<file path="config.mk">
export PLATFORM = sky130hd
export DESIGN_NAME = sliding_window_rate_limiter_unit
export DESIGN_NICKNAME = d
export VERILOG_FILES = /design/src/sv/swrl_pkg.sv /design/src/sv/sliding_window_rate_limiter_unit.sv /design/src/sv/swrl_front.sv /design/src/sv/swrl_back.sv
export SDC_FILE = /design/constraint.sdc
export NUM_CORES = 1
export LEC_CHECK = 0
export BUFFER_PORTS_ARGS = -buffer_cell sky130_fd_sc_hd__buf_2
export CAP_MARGIN = 20
export CORE_UTILIZATION = 50
export CTS_CLUSTER_SIZE = 14
export DETAILED_ROUTE_END_ITERATION = 6
export PLACE_DENSITY_LB_ADDON = 0.25
export SLEW_MARGIN = 20
export SYNTH_ARGS = -nofsm -noshare
export SYNTH_HDL_FRONTEND = slang
export SYNTH_SLANG_ARGS = --single-unit
</file>
<file path="constraint.sdc">
create_clock -name clock -period 18.83 [get_ports clock]
set_clock_uncertainty 0.05 [all_clocks]
set_input_delay 1.883 -clock clock [delete_from_list [all_inputs] [get_ports clock]]
set_output_delay 1.883 -clock clock [all_outputs]
set_load 0.01 [all_outputs]
</file>
<file path="src/sv/swrl_pkg.sv">
// Shared types and constants for the sliding-log rate limiter.
// No dependencies; imported by every module of the block.
`default_nettype none

package swrl_pkg;

   localparam int SLOTS      = 16;
   localparam int SLOT_IDX_W = (SLOTS > 1) ? $clog2(SLOTS) : 1;
   localparam int COUNT_W    = $clog2(SLOTS + 1);
   localparam int TIME_W     = 32;
   localparam int LIMIT_W    = 5;
   localparam int LIVE_OUT_W = 5;
   localparam int LIVE_MAX   = 31;
   localparam int CSR_IDX_W  = 1;
   localparam int CSR_DATA_W = 32;
   localparam int QUEUE_DEPTH = 2;

   typedef enum logic [CSR_IDX_W-1:0] {
      CSR_WINDOW_MS = 1'b0,
      CSR_MAX_CALLS = 1'b1
   } csr_index_type;

   typedef enum logic [1:0] {
      ST_IDLE,
      ST_SCAN,
      ST_COMMIT
   } back_state_type;

   typedef struct packed {
      logic              valid;
      logic [TIME_W-1:0] now_ms;
   } item_type;

   typedef struct packed {
      logic [TIME_W-1:0]  window_ms;
      logic [LIMIT_W-1:0] max_calls;
   } cfg_type;

endpackage

`default_nettype wire

</file>
<file path="src/sv/sliding_window_rate_limiter_unit.sv">
// Sliding-log rate limiter: one transaction at a time, stepped by the
// single age comparator over 16 slots (pop, scan of every slot, commit).
// The response is registered at commit, which waits while a held response
// is stalled; the two-entry request queue keeps accepting until full.
// Reset (synchronous): log emptied, window_ms = 1000, max_calls = 10.
// Top level; depends on swrl_pkg, swrl_front and swrl_back.
`default_nettype none

module sliding_window_rate_limiter_unit (
   input  wire logic                          clock,
   input  wire logic                          reset,
   input  wire logic                          req_valid,
   output logic                               req_stall,
   input  wire logic [swrl_pkg::TIME_W-1:0]   req_now_ms,
   output logic                               rsp_valid,
   input  wire logic                          rsp_stall,
   output logic                               rsp_allowed,
   output logic [swrl_pkg::LIVE_OUT_W-1:0]    rsp_live_count,
   input  wire logic                          csr_we,
   input  wire logic [swrl_pkg::CSR_IDX_W-1:0]  csr_addr,
   input  wire logic [swrl_pkg::CSR_DATA_W-1:0] csr_wdata
);
   import swrl_pkg::*;

   logic [TIME_W-1:0]  window_ff;
   logic [LIMIT_W-1:0] max_calls_ff;
   cfg_type            cfg;
   item_type           item;
   logic               pop;

   always_ff @(posedge clock) begin
      if (reset) begin
         window_ff    <= TIME_W'(1000);
         max_calls_ff <= LIMIT_W'(10);
      end else if (csr_we) begin
         unique case (csr_index_type'(csr_addr))
            CSR_WINDOW_MS: window_ff    <= csr_wdata[TIME_W-1:0];
            CSR_MAX_CALLS: max_calls_ff <= csr_wdata[LIMIT_W-1:0];
            default: ;
         endcase
      end
   end

   assign cfg.window_ms = window_ff;
   assign cfg.max_calls = max_calls_ff;

   swrl_front u_front (
      .clock      (clock),
      .reset      (reset),
      .req_valid  (req_valid),
      .req_stall  (req_stall),
      .req_now_ms (req_now_ms),
      .item       (item),
      .pop        (pop)
   );

   swrl_back u_back (
      .clock          (clock),
      .reset          (reset),
      .item           (item),
      .pop            (pop),
      .cfg            (cfg),
      .rsp_valid      (rsp_valid),
      .rsp_stall      (rsp_stall),
      .rsp_allowed    (rsp_allowed),
      .rsp_live_count (rsp_live_count)
   );

endmodule

`default_nettype wire

</file>
<file path="src/sv/swrl_front.sv">
// Front end: accepts request transactions into a two-entry queue.
// Depends on swrl_pkg; feeds swrl_back.
`default_nettype none

module swrl_front (
   input  wire logic                      clock,
   input  wire logic                      reset,
   input  wire logic                      req_valid,
   output logic                           req_stall,
   input  wire logic [swrl_pkg::TIME_W-1:0] req_now_ms,
   output swrl_pkg::item_type             item,
   input  wire logic                      pop
);
   import swrl_pkg::*;

   localparam int PTR_W = $clog2(QUEUE_DEPTH);
   localparam int CNT_W = $clog2(QUEUE_DEPTH + 1);

   logic [TIME_W-1:0] entry_ff [QUEUE_DEPTH];
   logic [PTR_W-1:0]  wr_ptr_ff;
   logic [PTR_W-1:0]  rd_ptr_ff;
   logic [CNT_W-1:0]  count_ff;
   logic [CNT_W-1:0]  count_in;
   logic              push;
   logic              do_pop;

   assign req_stall   = (count_ff == CNT_W'(QUEUE_DEPTH));
   assign push        = req_valid && !req_stall;
   assign item.valid  = (count_ff != '0);
   assign item.now_ms = entry_ff[rd_ptr_ff];
   assign do_pop      = pop && item.valid;

   always_comb begin
      count_in = count_ff;
      if (push && !do_pop) begin
         count_in = count_ff + CNT_W'(1);
      end else if (do_pop && !push) begin
         count_in = count_ff - CNT_W'(1);
      end
   end

   always_ff @(posedge clock) begin
      if (reset) begin
         wr_ptr_ff <= '0;
         rd_ptr_ff <= '0;
         count_ff  <= '0;
      end else begin
         count_ff <= count_in;
         if (push) begin
            wr_ptr_ff <= wr_ptr_ff + PTR_W'(1);
         end
         if (do_pop) begin
            rd_ptr_ff <= rd_ptr_ff + PTR_W'(1);
         end
      end
   end

   always_ff @(posedge clock) begin
      if (push) begin
         entry_ff[wr_ptr_ff] <= req_now_ms;
      end
   end

endmodule

`default_nettype wire

</file>
<file path="src/sv/swrl_back.sv">
// Back end: scans the timestamp log one slot per cycle, expires old stamps,
// admits or refuses the request and holds the response. Depends on swrl_pkg.
`default_nettype none

module swrl_back (
   input  wire logic                        clock,
   input  wire logic                        reset,
   input  wire swrl_pkg::item_type          item,
   output logic                             pop,
   input  wire swrl_pkg::cfg_type           cfg,
   output logic                             rsp_valid,
   input  wire logic                        rsp_stall,
   output logic                             rsp_allowed,
   output logic [swrl_pkg::LIVE_OUT_W-1:0]  rsp_live_count
);
   import swrl_pkg::*;

   back_state_type          state_ff;
   back_state_type          state_in;
   logic [SLOT_IDX_W-1:0]   idx_ff;
   logic [COUNT_W-1:0]      live_ff;
   logic                    found_ff;
   logic [SLOT_IDX_W-1:0]   free_idx_ff;
   logic [TIME_W-1:0]       now_ff;
   logic                    slot_valid_ff [SLOTS];
   logic [TIME_W-1:0]       slot_time_ff  [SLOTS];
   logic                    rsp_valid_ff;
   logic                    rsp_allowed_ff;
   logic [LIVE_OUT_W-1:0]   rsp_live_ff;

   logic [TIME_W-1:0]       age;
   logic                    cur_valid;
   logic                    expired;
   logic                    keep;
   logic                    last;
   logic [COUNT_W-1:0]      limit;
   logic                    admit;
   logic [COUNT_W-1:0]      live_total;
   logic [LIVE_OUT_W-1:0]   live_sat;
   logic                    out_free;
   logic                    commit;

   assign cur_valid = slot_valid_ff[idx_ff];
   assign age       = now_ff - slot_time_ff[idx_ff];
   assign expired   = cur_valid && (age > cfg.window_ms);
   assign keep      = cur_valid && !expired;
   assign last      = (idx_ff == SLOT_IDX_W'(SLOTS - 1));
   assign out_free  = !rsp_valid_ff || !rsp_stall;

   always_comb begin
      if (32'(cfg.max_calls) > 32'(SLOTS)) begin
         limit = COUNT_W'(SLOTS);
      end else begin
         limit = COUNT_W'(cfg.max_calls);
      end
   end

   assign admit      = found_ff && (live_ff < limit);
   assign live_total = live_ff + COUNT_W'(admit);
   assign live_sat   = (32'(live_total) > 32'(LIVE_MAX)) ? LIVE_OUT_W'(LIVE_MAX)
                                                         : LIVE_OUT_W'(live_total);

   always_comb begin
      state_in = state_ff;
      unique case (state_ff)
         ST_IDLE: begin
            if (item.valid) begin
               state_in = ST_SCAN;
            end
         end
         ST_SCAN: begin
            if (last) begin
               state_in = ST_COMMIT;
            end
         end
         ST_COMMIT: begin
            if (out_free) begin
               state_in = ST_IDLE;
            end
         end
         default: state_in = ST_IDLE;
      endcase
   end

   always_comb begin
      pop    = 1'b0;
      commit = 1'b0;
      unique case (state_ff)
         ST_IDLE:   pop    = item.valid;
         ST_SCAN:   ;
         ST_COMMIT: commit = out_free;
         default:   ;
      endcase
   end

   always_ff @(posedge clock) begin
      if (reset) begin
         state_ff     <= ST_IDLE;
         rsp_valid_ff <= 1'b0;
         for (int i = 0; i < SLOTS; i++) begin
            slot_valid_ff[i] <= 1'b0;
         end
      end else begin
         state_ff <= state_in;
         if (state_ff == ST_SCAN && expired) begin
            slot_valid_ff[idx_ff] <= 1'b0;
         end
         if (commit && admit) begin
            slot_valid_ff[free_idx_ff] <= 1'b1;
         end
         if (commit) begin
            rsp_valid_ff <= 1'b1;
         end else if (!rsp_stall) begin
            rsp_valid_ff <= 1'b0;
         end
      end
   end

   always_ff @(posedge clock) begin
      if (pop) begin
         now_ff   <= item.now_ms;
         idx_ff   <= '0;
         live_ff  <= '0;
         found_ff <= 1'b0;
      end else if (state_ff == ST_SCAN) begin
         idx_ff <= idx_ff + SLOT_IDX_W'(1);
         if (keep) begin
            live_ff <= live_ff + COUNT_W'(1);
         end else if (!found_ff) begin
            found_ff    <= 1'b1;
            free_idx_ff <= idx_ff;
         end
      end
      if (commit) begin
         rsp_allowed_ff <= admit;
         rsp_live_ff    <= live_sat;
         if (admit) begin
            slot_time_ff[free_idx_ff] <= now_ff;
         end
      end
   end

   assign rsp_valid      = rsp_valid_ff;
   assign rsp_allowed    = rsp_allowed_ff;
   assign rsp_live_count = rsp_live_ff;

endmodule

`default_nettype wire
</file>
# After elaboration in Yosys (flattened, before gate mapping)
# Memory sizes are Yosys's and may differ from the RTL's. A register that Yosys moved wholly into a read port is not among the register bits.
# Index checks and enable logic that the tools add are counted.
dict set report word_totals {
  reg_bits 64
  ramBits 592
  in_bits 70
  output_inout_bits 8
  elab_cells 100
  memories 3
}
dict set report classes {
  addsub 8
  n_lt_le_gt_ge 3
  n_eq_ne 8
  n_mux 34
  bitwise 4
  n_reduce_logical 27
}
# memory depth word_bits read_ports rd_ports_with_merged_regs write_ports line
set memory_table {}
lappend memory_table {u_back.slot_time_ff 16 32 1 1 1 swrl_back.sv:26} ;# logic [TIME_W-1:0] slot_time_ff [SLOTS];
lappend memory_table {u_front.entry_ff 2 32 1 1 1 swrl_front.sv:19} ;# logic [TIME_W-1:0] entry_ff [QUEUE_DEPTH];
lappend memory_table {u_back.slot_valid_ff 16 1 1 1 16 swrl_back.sv:25} ;# logic slot_valid_ff [SLOTS];
# operator n
set op_table {}
lappend op_table {{32-bit > comparator} 1}
lappend op_table {{32-bit subtractor} 1}
lappend op_table {{4-bit two-way mux} 6}
lappend op_table {{1-bit two-way mux} 21}
lappend op_table {{2-bit two-way mux} 5}
lappend op_table {{1-bit logical AND} 9}
lappend op_table {{2-bit by 1-bit != test with 1-bit output (second input constant)} 4}
lappend op_table {{2-bit AND reduction} 4}
lappend op_table {{1-bit zero test} 6}
lappend op_table {{2-bit case mux with 3 select lines} 1}
lappend op_table {{5-bit by 1-bit adder with 5-bit output} 1}
lappend op_table {{5-bit by 1-bit adder with 5-bit output (second input constant)} 1}
lappend op_table {{5-bit > comparator (second input constant)} 1}
lappend op_table {{5-bit less-than comparator} 1}
lappend op_table {{5-bit two-way mux} 1}
lappend op_table {{4-bit by 1-bit adder with 4-bit output (second input constant)} 1}
lappend op_table {{2-bit == test (second input constant)} 2}
lappend op_table {{4-bit == test (second input constant)} 1}
lappend op_table {{1-bit inverter} 4}
lappend op_table {{4-bit AND reduction} 1}
lappend op_table {{2-bit nonzero test} 2}
lappend op_table {{3-bit AND reduction} 1}
lappend op_table {{1-bit adder (second input constant)} 2}
lappend op_table {{2-bit by 1-bit adder with 2-bit output (second input constant)} 1}
lappend op_table {{5 further kinds} 6}

# Longest topological paths before layout
# Gate-level depths: netlist (run 1).
dict set report logic_depth {
  ltp_word 10
  ltp_mapped 26
}

# Cells and area by module
# Synthesis (run 1) repeated with hierarchy kept, for this count alone.
dict set report hier_totals {
  hier_cells 1594
  area_unflattened_um2 28934.0
}
# module n_inst cells_each area_per_inst_um2 seq_area_each_um2
set modules_own_cells {}
lappend modules_own_cells {swrl_back 1 1309 24796.3 17456.7}
lappend modules_own_cells {swrl_front 1 125 2528.7 2021.9}
lappend modules_own_cells {sliding_window_rate_limiter_unit 1 160 1609.0 740.7}

# Least setup slack after synthesis (run 1)
# Ideal clock, no wire load.
dict set report synth_timing {
  path_type {register to register}
  start {reg (tool-made name)}
  end {mem u_back.slot_valid_ff[6] (enable)}
  setup_ns 0.320
  t_arrival_ns 5.837
  required_time_ns 18.460
  slack_ns 12.623
  stages_incl_launch_ff 26
  period_less_slack_ns 6.207
  cell_sequence {dfxtp_1 > buf_6 > buf_8 > buf_1 > buf_2 > mux4_2 > mux4_2 > inv_1 > ha_1 > clkbuf_1 > a21oi_1 > o21ai_1 > o21bai_1 > a41oi_1 > a31oi_1 > o41ai_2 > mux2i_1 > nand4_1 > ha_1 > nand4_1 > nor4_1 > nor2b_1 > o31ai_2 > a21oi_2 > a22oi_1 > o31ai_1}
}
# item line
set synth_rtl {}
lappend synth_rtl {{to (decl)} swrl_back.sv:25}

==> results of run 1 <==
==> kinds of logic after synthesis <==
logic type | after synthesis | synth area share
flops | 692 | 0.706
simple gates | 283 | 0.0458
mux | 203 | 0.145
compound gates | 176 | 0.0388
buf+inv | 146 | 0.0202
fa+ha+maj | 74 | 0.0326
xor+xnor | 36 | 0.0113
==> registers in the layout (all words and copies together) (netlist names), 2 cells and up, named ones only <==
signal and flops:
u_back.slot_time_ff 512, u_back.slot_valid_ff 16, u_back.rsp_live_count 5, window_ff 32
u_back.state_ff 2, u_back.now_ff 32, u_back.live_ff 5, u_front.entry_ff 64
u_back.idx_ff 4, u_front.count_ff 2, max_calls_ff 5, u_back.free_idx_ff 4
==> worst paths after layout <==
kind	startpoint	end	slack [ns]	cells after the start
setup / recovery	flop	u_back.slot_valid_ff[7]	10.28	22
hold / removal	window_ff[15]	window_ff[15]	0.41	2
setup reg to reg	flop	u_back.slot_valid_ff[7]	10.28	22
hold reg to reg	window_ff[15]	window_ff[15]	0.41	2
==> final cells by class <==
class,count,area share
Sequential cell,692,0.626
Clock buffer,99,0.0616
Tap cell,756,0.0293
Multi-Input combinational cell,772,0.246
Inverter,81,0.00941
Timing Repair Buffer,106,0.0187
Clock inverter,28,0.00953
==> worst reg2reg max path, delay by kind of cell, from the launching register on <==
family          cells  cell delay (ns)
fa+ha+maj           2             0.57
compound gates      9             2.46
buf+inv             3             1.89
flops               1             0.92
mux                 2             1.13
xor+xnor            1             0.15
simple gates        5             1.08
==> through the flow <==
| step | hold WS [ns] | power [mW] | instances | worst slack, ns |
|---|---|---|---|---|
| floorplan | 0.381 | 3.03 | 1610 | 12.62 |
| global placement | 0.396 | 3.39 | 2407 | 10.27 |
| detailed placement | 0.400 | 3.44 | 2407 | 10.16 |
| CTS | 0.409 | 4.82 | 2534 | 10.13 |
| global route | 0.424 | 5.03 | 2534 | 9.49 |
| finish | 0.411 | 4.79 | 2534 | 10.28 |
==> layer usage <==
metal / track usage / part of all wire / vias up
li1: - / - / 6596
met1: 0.320 / 0.44 / 7618
met2: 0.365 / 0.48 / 563
met3: 0.0368 / 0.061 / 86
met4: 0.0568 / 0.019 / 0
met5: 0 / 0 / -
==> power by group through the flow <==
stage,logic (mW),registers (mW),clock network (mW)
2_1_floorplan,0.995,2.03,0
3_5_place_dp,1.31,2.13,0
4_1_cts,1.31,2.10,1.41
5_1_grt,1.44,2.12,1.47
6_report,1.31,2.10,1.38
3_3_place_gp,1.28,2.12,0
==> layout by cell type (no fill, tap or decap), drive strengths merged, types with 5 or more instances in the layout <==
cell,instances
a21o,11
a21oi,85
a31oi,6
and3,8
buf,106
bufinv,6
clkbuf,99
clkinv,18
dfxtp,58
edfxtp,634
ha,73
inv,83
mux2,33
mux2i,5
mux4,165
nand2,96
nand2b,9
nand3,28
nand4,13
nor2,76
nor2b,9
nor3,20
o211ai,11
o21a,8
o21ai,24
o31ai,6
xnor2,20
xor2,16
==> results.cfg, run 1 <==
[route]
wl_per_cell_um = 25.1
firstDrtPassIters = 6
antenna_left = 0
vias_per_cell = 5.87
num_vias = 14900
drcViolationCount = 0
wl_mm = 63.5
drtIter0Drc = 1463

[placement]
port_buffers = 77
placedInstanceArea_sq_um = 30000
dp_hpwl_mm = 34.9
place.gp.congestion = 0.910

[global_routing]
gr-usage-all-layers = 0.225
grt_max_degree = 75
antenna_found_initial = 0
grt_pass1_wl_mm = 93.8
overflow = 0
grt_pass1_vias = 15000

[clocking]
cts.sinks = 692
ctsResizeCount = 0
clock_latency_ns = 0.60
post_cts_buffers = 0
htreeDepth = 3
cts_tree = built
clock-root-buffer = clkbuf_16
cts.clk_slew.worst_paths_ns = 0.06
cts.path.max_buffers = 3
cts_buffers = 72
ctsHoldBuffers = 0

[timing]
max_freq_mhz = 117
slew_violations = 0
period_needed_ns = 8.55
rsz0062_at_grt = no
post-route-period-util = 0.454
hold_violations = 0
setup_viol = 0
tightest_slew_ns = 1.10
tns_ns = 0
relSlewSlack = 0.269

[pwr]
cell_internal_pwr_mw = 3.32
p_leak_nw = 10.7
p_switching_mw = 1.48
comb_power_share = 0.274
p_seq_frac = 0.438
ir_drop_v = 0.0000721
powerDensity_nw_per_um2 = 148
p_clk_frac = 0.289
switching_share = 0.308

[logic_synthesis]
ys_warn_count = 0
synth_cell_types = 68
async_reset_ff_frac = 0
syn_avg_cell_area_sq_um = 17.8
synthFlopType = edfxtp_1
synth-seq-area-share = 0.706
synth_area_leaders = edfxtp_1 67%, mux4_2 13%, dfxtp_1 4.1%, ha_1 3.2%, a21oi_1 1.5%
yosys_register_bits = 692
synth_nets = 1754
yosysMostFrequentCell = edfxtp_1
synthTopCellsByCount = 634 x edfxtp_1, 163 x mux4_2, 95 x nand2_1
netlist.area_leader.share = 0.666
syn_area_sq_um = 28600
syn_inst = 1610
yosys.area.top_type = edfxtp_1
synth_edf_count = 634

[layout]
drive_above_1_share = 0.246
area_growth_pct = 13.0
seqCellArea_sq_um = 20200
multi_input_area_sq_um = 7940
fillers = 4194
final_nets = 1869
n_antenna_cell = 0
finalInstanceArea_sq_um = 32300
fin_util = 0.572

[setup_path]
end_kind = flop
path_cells = buf_4 > buf_4 > mux4_2 > mux4_2 > inv_1 > ha_1 > a21oi_1 > o221ai_1 > a211oi_2 > o211ai_1 > nand3_1 > nand3b_1 > a311o_1 > xor2_1 > ha_1 > nand4_1 > nor4_1 > nor2b_1 > o31ai_2 > a21oi_2 > a22oi_1 > o31ai_1
critPathBufInv = 3
max_stage_delay_ns = 0.92
cp_max_fo = 48
critical_path.slowest_cell = dfxtp_4
critPathTopFamily = compound AO/OA/AOI/OAI gates
cp.required_ns = 19.06
worstPathArrival_ns = 8.78
crit_type = reg -> reg
cp-start-kind = flop

[floorplan]
dieWidth_um = 241
num_rows = 87
start_util = 0.506
io_pins = 78
core_sq_um = 56500
dieArea_sq_um = 58200
dieHeight_um = 241

[run]
maxCapViolCount = 0

[run_status]
status = finished, final reports clean

[worst_hold_path]
hp-class = reg -> reg
No activity file was read; power rests on OpenSTA's default activity.
==> run 2: changes to the inputs <==
==> constraint.sdc (replaced) <==
create_clock -name clock -period 7.2 [get_ports clock]
set_clock_uncertainty 0.05 [all_clocks]
set_input_delay 0.72 -clock clock [delete_from_list [all_inputs] [get_ports clock]]
set_output_delay 0.72 -clock clock [all_outputs]
set_load 0.01 [all_outputs]
==> run 2 against run 1 <==
Effect of this change: die area unchanged; global-route usage increased by 0.63 points; wire length up 2.8%; clock power grew to 2.8 times the previous value; critical path depth fell by 1; flip-flop and latch count unchanged; utilization is 0.53 points higher.
==> results.cfg, run 2 (synthesis results as in run 1) <==
[route]
wl_mm = 65.3
vias_per_cell = 5.94
antenna_left = 0
firstDrtPassIters = 5
drtIter0Drc = 1481
wl_per_cell_um = 25.7
num_vias = 15100
drcViolationCount = 0

[run]
maxCapViolCount = 0

[timing]
tns_ns = 0
period_needed_ns = 6.48
relSlewSlack = 0.297
rsz0062_at_grt = no
setup_viol = 0
post-route-period-util = 0.900
tightest_slew_ns = 1.05
hold_violations = 0
max_freq_mhz = 154
slew_violations = 0

[setup_path]
cp.required_ns = 7.45
cp_max_fo = 30
critical_path.slowest_cell = mux4_2
max_stage_delay_ns = 0.59
end_kind = flop
worstPathArrival_ns = 6.74
crit_type = reg -> reg
cp-start-kind = flop
path_cells = buf_4 > mux4_2 > mux4_2 > inv_1 > ha_1 > nand2_1 > o21ai_1 > o21bai_1 > a41oi_1 > a31oi_1 > o41ai_2 > mux2i_1 > nand4_1 > ha_1 > nand4_1 > nor4_1 > nor2b_1 > o31ai_2 > a21oi_2 > a22oi_1 > o31ai_1

[clocking]
clock-root-buffer = clkbuf_16
cts.sinks = 692
post_cts_buffers = 0
ctsHoldBuffers = 0
cts.path.max_buffers = 3
clock_latency_ns = 0.62
cts.clk_slew.worst_paths_ns = 0.06
ctsResizeCount = 0
cts_buffers = 72
htreeDepth = 3
cts_tree = built

[floorplan]
dieHeight_um = 241
dieArea_sq_um = 58200
dieWidth_um = 241
start_util = 0.506
num_rows = 87
io_pins = 78
core_sq_um = 56500

[layout]
largest_reg_flops = 512
final_common_cell = edfxtp_1
area_growth_pct = 14.0
final_cell_mix = 634 x edfxtp_1, 163 x mux4_2, 95 x nand2_1, 83 x a21oi_1, 79 x inv_1
drive_above_1_share = 0.257
final_nets = 1877
top_regs = u_back.slot_time_ff (512), u_front.entry_ff (64)
regMostFlops = u_back.slot_time_ff
n_antenna_cell = 0

[global_routing]
grt_max_degree = 42
grt_use_met3 = 0.0382
overflow = 0
grt_pass1_vias = 15200
top_usage_layer = met2
grt_pass1_wl_mm = 96.1
gr-usage-all-layers = 0.231
antenna_found_initial = 0
met1_usage = 0.326
gr-usage-met2 = 0.364

[pwr]
ir_drop_v = 0.000185
p_leak_nw = 10.8
powerDensity_nw_per_um2 = 395
p_total_mw = 12.9

[run_status]
status = finished, final reports clean

[placement]
dp_hpwl_mm = 38.8
place.gp.congestion = 0.888
port_buffers = 77

[worst_hold_path]
hp-class = in -> reg
run 2: critical path: cells and delay by family (launching register included):
kind            cells  cell delay (ns)
compound gates      9             2.19
fa+ha+maj           2             0.63
buf+inv             2             0.64
flops               1             0.38
mux                 3             1.30
simple gates        5             0.93
run 2: final timing paths:
path | cells past startpoint | slack, ns | start | end
worst min-delay path | 1 | 0.24 | req_now_ms[4] | u_front.entry_ff[0][4]
worst max-delay path | 21 | 0.72 | flop | u_back.slot_valid_ff[7]
worst max register to register | 21 | 0.72 | flop | u_back.slot_valid_ff[7]
worst min register to register | 2 | 0.42 | window_ff[22] | window_ff[22]
run 2: routing by layer:
layer  share of wire  up-vias  wire, um
li1                -     6615         -
met1            0.43     7831     28200
met2            0.48      559     31000
met3           0.063      104      4110
met4           0.030        0      1950
met5               0        -         0
run 2: stage by stage:
stage / cells / setup slack [ns] / util / hold slack (ns) / instance area (sq um)
2_1_floorplan: 1610 / 0.993 / - / 0.381 / 28600
3_3_place_gp: 2415 / 0.783 / 0.533 / 0.395 / 30100
3_5_place_dp: 2415 / 0.713 / 0.533 / 0.403 / 30100
4_1_cts: 2545 / 0.698 / 0.577 / 0.210 / 32600
5_1_grt: 2545 / 0.315 / 0.577 / 0.230 / 32600
6_report: 2545 / 0.717 / 0.577 / 0.243 / 32600
run 2: area by class of cell:
type | count | area (sq um)
clock buffer | 88 | 1950
clock inverter | 42 | 538
fill | 4164 | 23900
inverter | 81 | 304
multi-input combinational | 772 | 7940
sequential | 692 | 20200
tap | 756 | 946
timing repair buffer | 114 | 713
run 2: power breakdown:
part	switching, mW	total, mW	internal, mW
registers	0.474	5.48	5.00
logic	1.95	3.50	1.55
clock network	1.53	3.89	2.37
==> run 3: changes to the inputs <==
--- a/config.mk
+++ b/config.mk
@@ -5,10 +5,11 @@
 export SDC_FILE = /design/constraint.sdc
 export NUM_CORES = 1
 export LEC_CHECK = 0
+export ABC_AREA = 1
 export BUFFER_PORTS_ARGS = -buffer_cell sky130_fd_sc_hd__buf_2
 export CAP_MARGIN = 20
 export CORE_UTILIZATION = 50
-export CTS_CLUSTER_SIZE = 14
+export CTS_CLUSTER_SIZE = 25
 export DETAILED_ROUTE_END_ITERATION = 6
 export PLACE_DENSITY_LB_ADDON = 0.25
 export SLEW_MARGIN = 20
==> run 3 against run 2 <==
Effect of this change: worst setup slack improved by 0.65 ns; via count increased by 30%; worst hold slack got worse by 0.0081 ns; critical path depth increased by 4; flip-flop and latch count unchanged; wire length increased by 16%; count of clock-buffer cells in the layout unchanged; sequential share of layout area decreased by 0.70 points; fmax increased by 11%; highest routed layer unchanged.
==> results.cfg, run 3 <==
[setup_path]
cp_max_fo = 218
crit_top_cell = nand2_1
worstPathArrival_ns = 6.06
cp-start-kind = flop
r2r_slack_ns = 1.36
max_stage_delay_ns = 0.50
critPathBufInv = 2
critPathTopFamily = simple AND/OR/NAND/NOR gates
end_kind = flop
cp.required_ns = 7.43
crit_type = reg -> reg
critical_path.slowest_cell = buf_12

[clocking]
cts.sinks = 692
cts.path.max_buffers = 3
post_cts_buffers = 0
cts_buffers = 73
cts_tree = built
htreeDepth = 3
ctsHoldBuffers = 0
clock-root-buffer = clkbuf_16
ctsResizeCount = 0
clock_latency_ns = 0.64
cts.clk_slew.worst_paths_ns = 0.06

[pwr]
p_total_mw = 15.2
p_leak_nw = 11.6
ir_drop_v = 0.000391
comb_power_share = 0.390
switching_share = 0.401
powerDensity_nw_per_um2 = 460
p_switching_mw = 6.08
p_clk_frac = 0.238
p_seq_frac = 0.372
cell_internal_pwr_mw = 9.08

[run]
maxCapViolCount = 0

[logic_synthesis]
synthTopCellsByCount = 634 x edfxtp_1, 361 x nor2_1, 311 x nand2_1
synth_top_family_by_area = compound AO/OA/AOI/OAI gates
syn_avg_cell_area_sq_um = 11.9
async_reset_ff_frac = 0
yosys_register_bits = 692
synth-seq-area-share = 0.688
synth_xor_area_frac = 0.00924
yosys.area.top_type = edfxtp_1
synthAdderAreaFrac = 0.0318
synth_edf_count = 634
yosysMostFrequentCell = edfxtp_1
netlist.area_leader.share = 0.648
synthFlopType = edfxtp_1
syn_inst = 2476
synth_nets = 2620
synth_compound_area_frac = 0.122
syn_area_sq_um = 29400
synth_cell_types = 44
synthMuxAreaShare = 0
synth_area_leaders = edfxtp_1 65%, o21ai_0 5.1%, nor2_1 4.6%, nand2_1 4.0%, dfxtp_1 4.0%
ys_warn_count = 0
yosys.area_share.simple = 0.113

[global_routing]
grt_pass1_wl_mm = 114
grt_max_degree = 219
overflow = 0
gr-usage-all-layers = 0.256
antenna_found_initial = 0
grt_pass1_vias = 19200

[route]
vias_per_cell = 5.85
wl_mm = 76.0
drtIter0Drc = 1769
firstDrtPassIters = 5
drcViolationCount = 0
wl_per_cell_um = 22.6
num_vias = 19600
antenna_left = 0

[placement]
placedInstanceArea_sq_um = 30700
dp_hpwl_mm = 43.8
port_buffers = 77
dp_cells = 3227
post-place-ws_ns = 1.40
place.gp.congestion = 0.952

[layout]
final_cell_mix = 634 x edfxtp_1, 343 x nor2_1, 311 x nand2_1, 302 x o21ai_0, 124 x inv_1
top_regs = u_back.slot_time_ff (512), u_front.entry_ff (64)
drive_above_1_share = 0.106
n_antenna_cell = 0
area_growth_pct = 12.2
final_cells = 3359
final_common_cell = edfxtp_1
fin_util = 0.569
regMostFlops = u_back.slot_time_ff
final_nets = 2681
finalInstanceArea_sq_um = 33000
fillers = 4723
largest_reg_flops = 512

[timing]
slew_violations = 0
period_needed_ns = 5.84
relSlewSlack = 0.267
hold_violations = 0
tightest_slew_ns = 1.10
post-route-period-util = 0.811
hold_ws_ns = 0.235
tns_ns = 0
layout_setup_ws_ns = 1.36
setup_viol = 0
rsz0062_at_grt = no
max_freq_mhz = 171

[run_status]
status = finished, final reports clean

[floorplan]
start_util = 0.507
core_sq_um = 57900
dieWidth_um = 244
dieArea_sq_um = 59700
dieHeight_um = 244
io_pins = 78
num_rows = 88

[worst_hold_path]
hp-class = in -> reg
## run 3: layout make-up
class | instances | area (sq um) | share of cell area
repair buffers | 118 | 756 | 0.0229
clock buffers | 88 | 1910 | 0.0580
inverters | 133 | 504 | 0.0153
flip-flops and latches | 692 | 20200 | 0.613
multi-input cells | 1519 | 8240 | 0.250
clock inverters | 44 | 392 | 0.0119
well taps | 765 | 957 | 0.0290
## run 3: worst register-to-register path, stage by stage, from the launching register on
cell	delay (ns)
dfxtp_4	0.39
buf_12	0.50
o21ai_0	0.58
o221ai_1	0.26
nand3_1	0.12
nand2_1	0.15
inv_1	0.09
ha_1	0.37
a21oi_1	0.30
o21ai_0	0.19
a21oi_1	0.20
nor2_1	0.06
a211oi_1	0.32
nand2_1	0.10
nand2_1	0.08
nand2_1	0.05
ha_1	0.28
nand2_1	0.09
nor2_1	0.16
nor3b_1	0.33
nand2_1	0.09
nand2_1	0.12
nand2_1	0.17
nand3_1	0.11
nand2_1	0.06
nor2_1	0.29
## run 3: cell families after synthesis
kind of cell,count (synthesis)
flip-flops,692
adder cells (fa/ha/maj),74
XOR/XNOR,31
AND/OR/NAND/NOR,816
buffers and inverters,265
AO/OA/AOI/OAI,598
## run 3: power groups by stage
stage | Sequential (mW) | Clock [mW] | Combinational, mW
2_1_floorplan | 5.46 | 0 | 4.04
3_3_place_gp | 5.68 | 0 | 5.76
3_5_place_dp | 5.70 | 0 | 5.89
4_1_cts | 5.62 | 3.67 | 5.92
5_1_grt | 5.69 | 3.82 | 6.59
6_report | 5.64 | 3.61 | 5.91
## run 3: metal layers
layer	up-vias	share of wire	track usage
met1	9630	0.41	0.341
met2	748	0.47	0.412
met5	-	0	0
li1	9110	-	-
met4	0	0.034	0.102
met3	149	0.079	0.0491
## run 3: path summary, 6_finish.rpt
check | depth (start not counted) | startpoint | to
max | 25 | flop | u_back.free_idx_ff[1]
min | 1 | req_now_ms[21] | u_front.entry_ff[1][21]
max reg2reg | 25 | flop | u_back.free_idx_ff[1]
min reg2reg | 2 | window_ff[25] | window_ff[25]
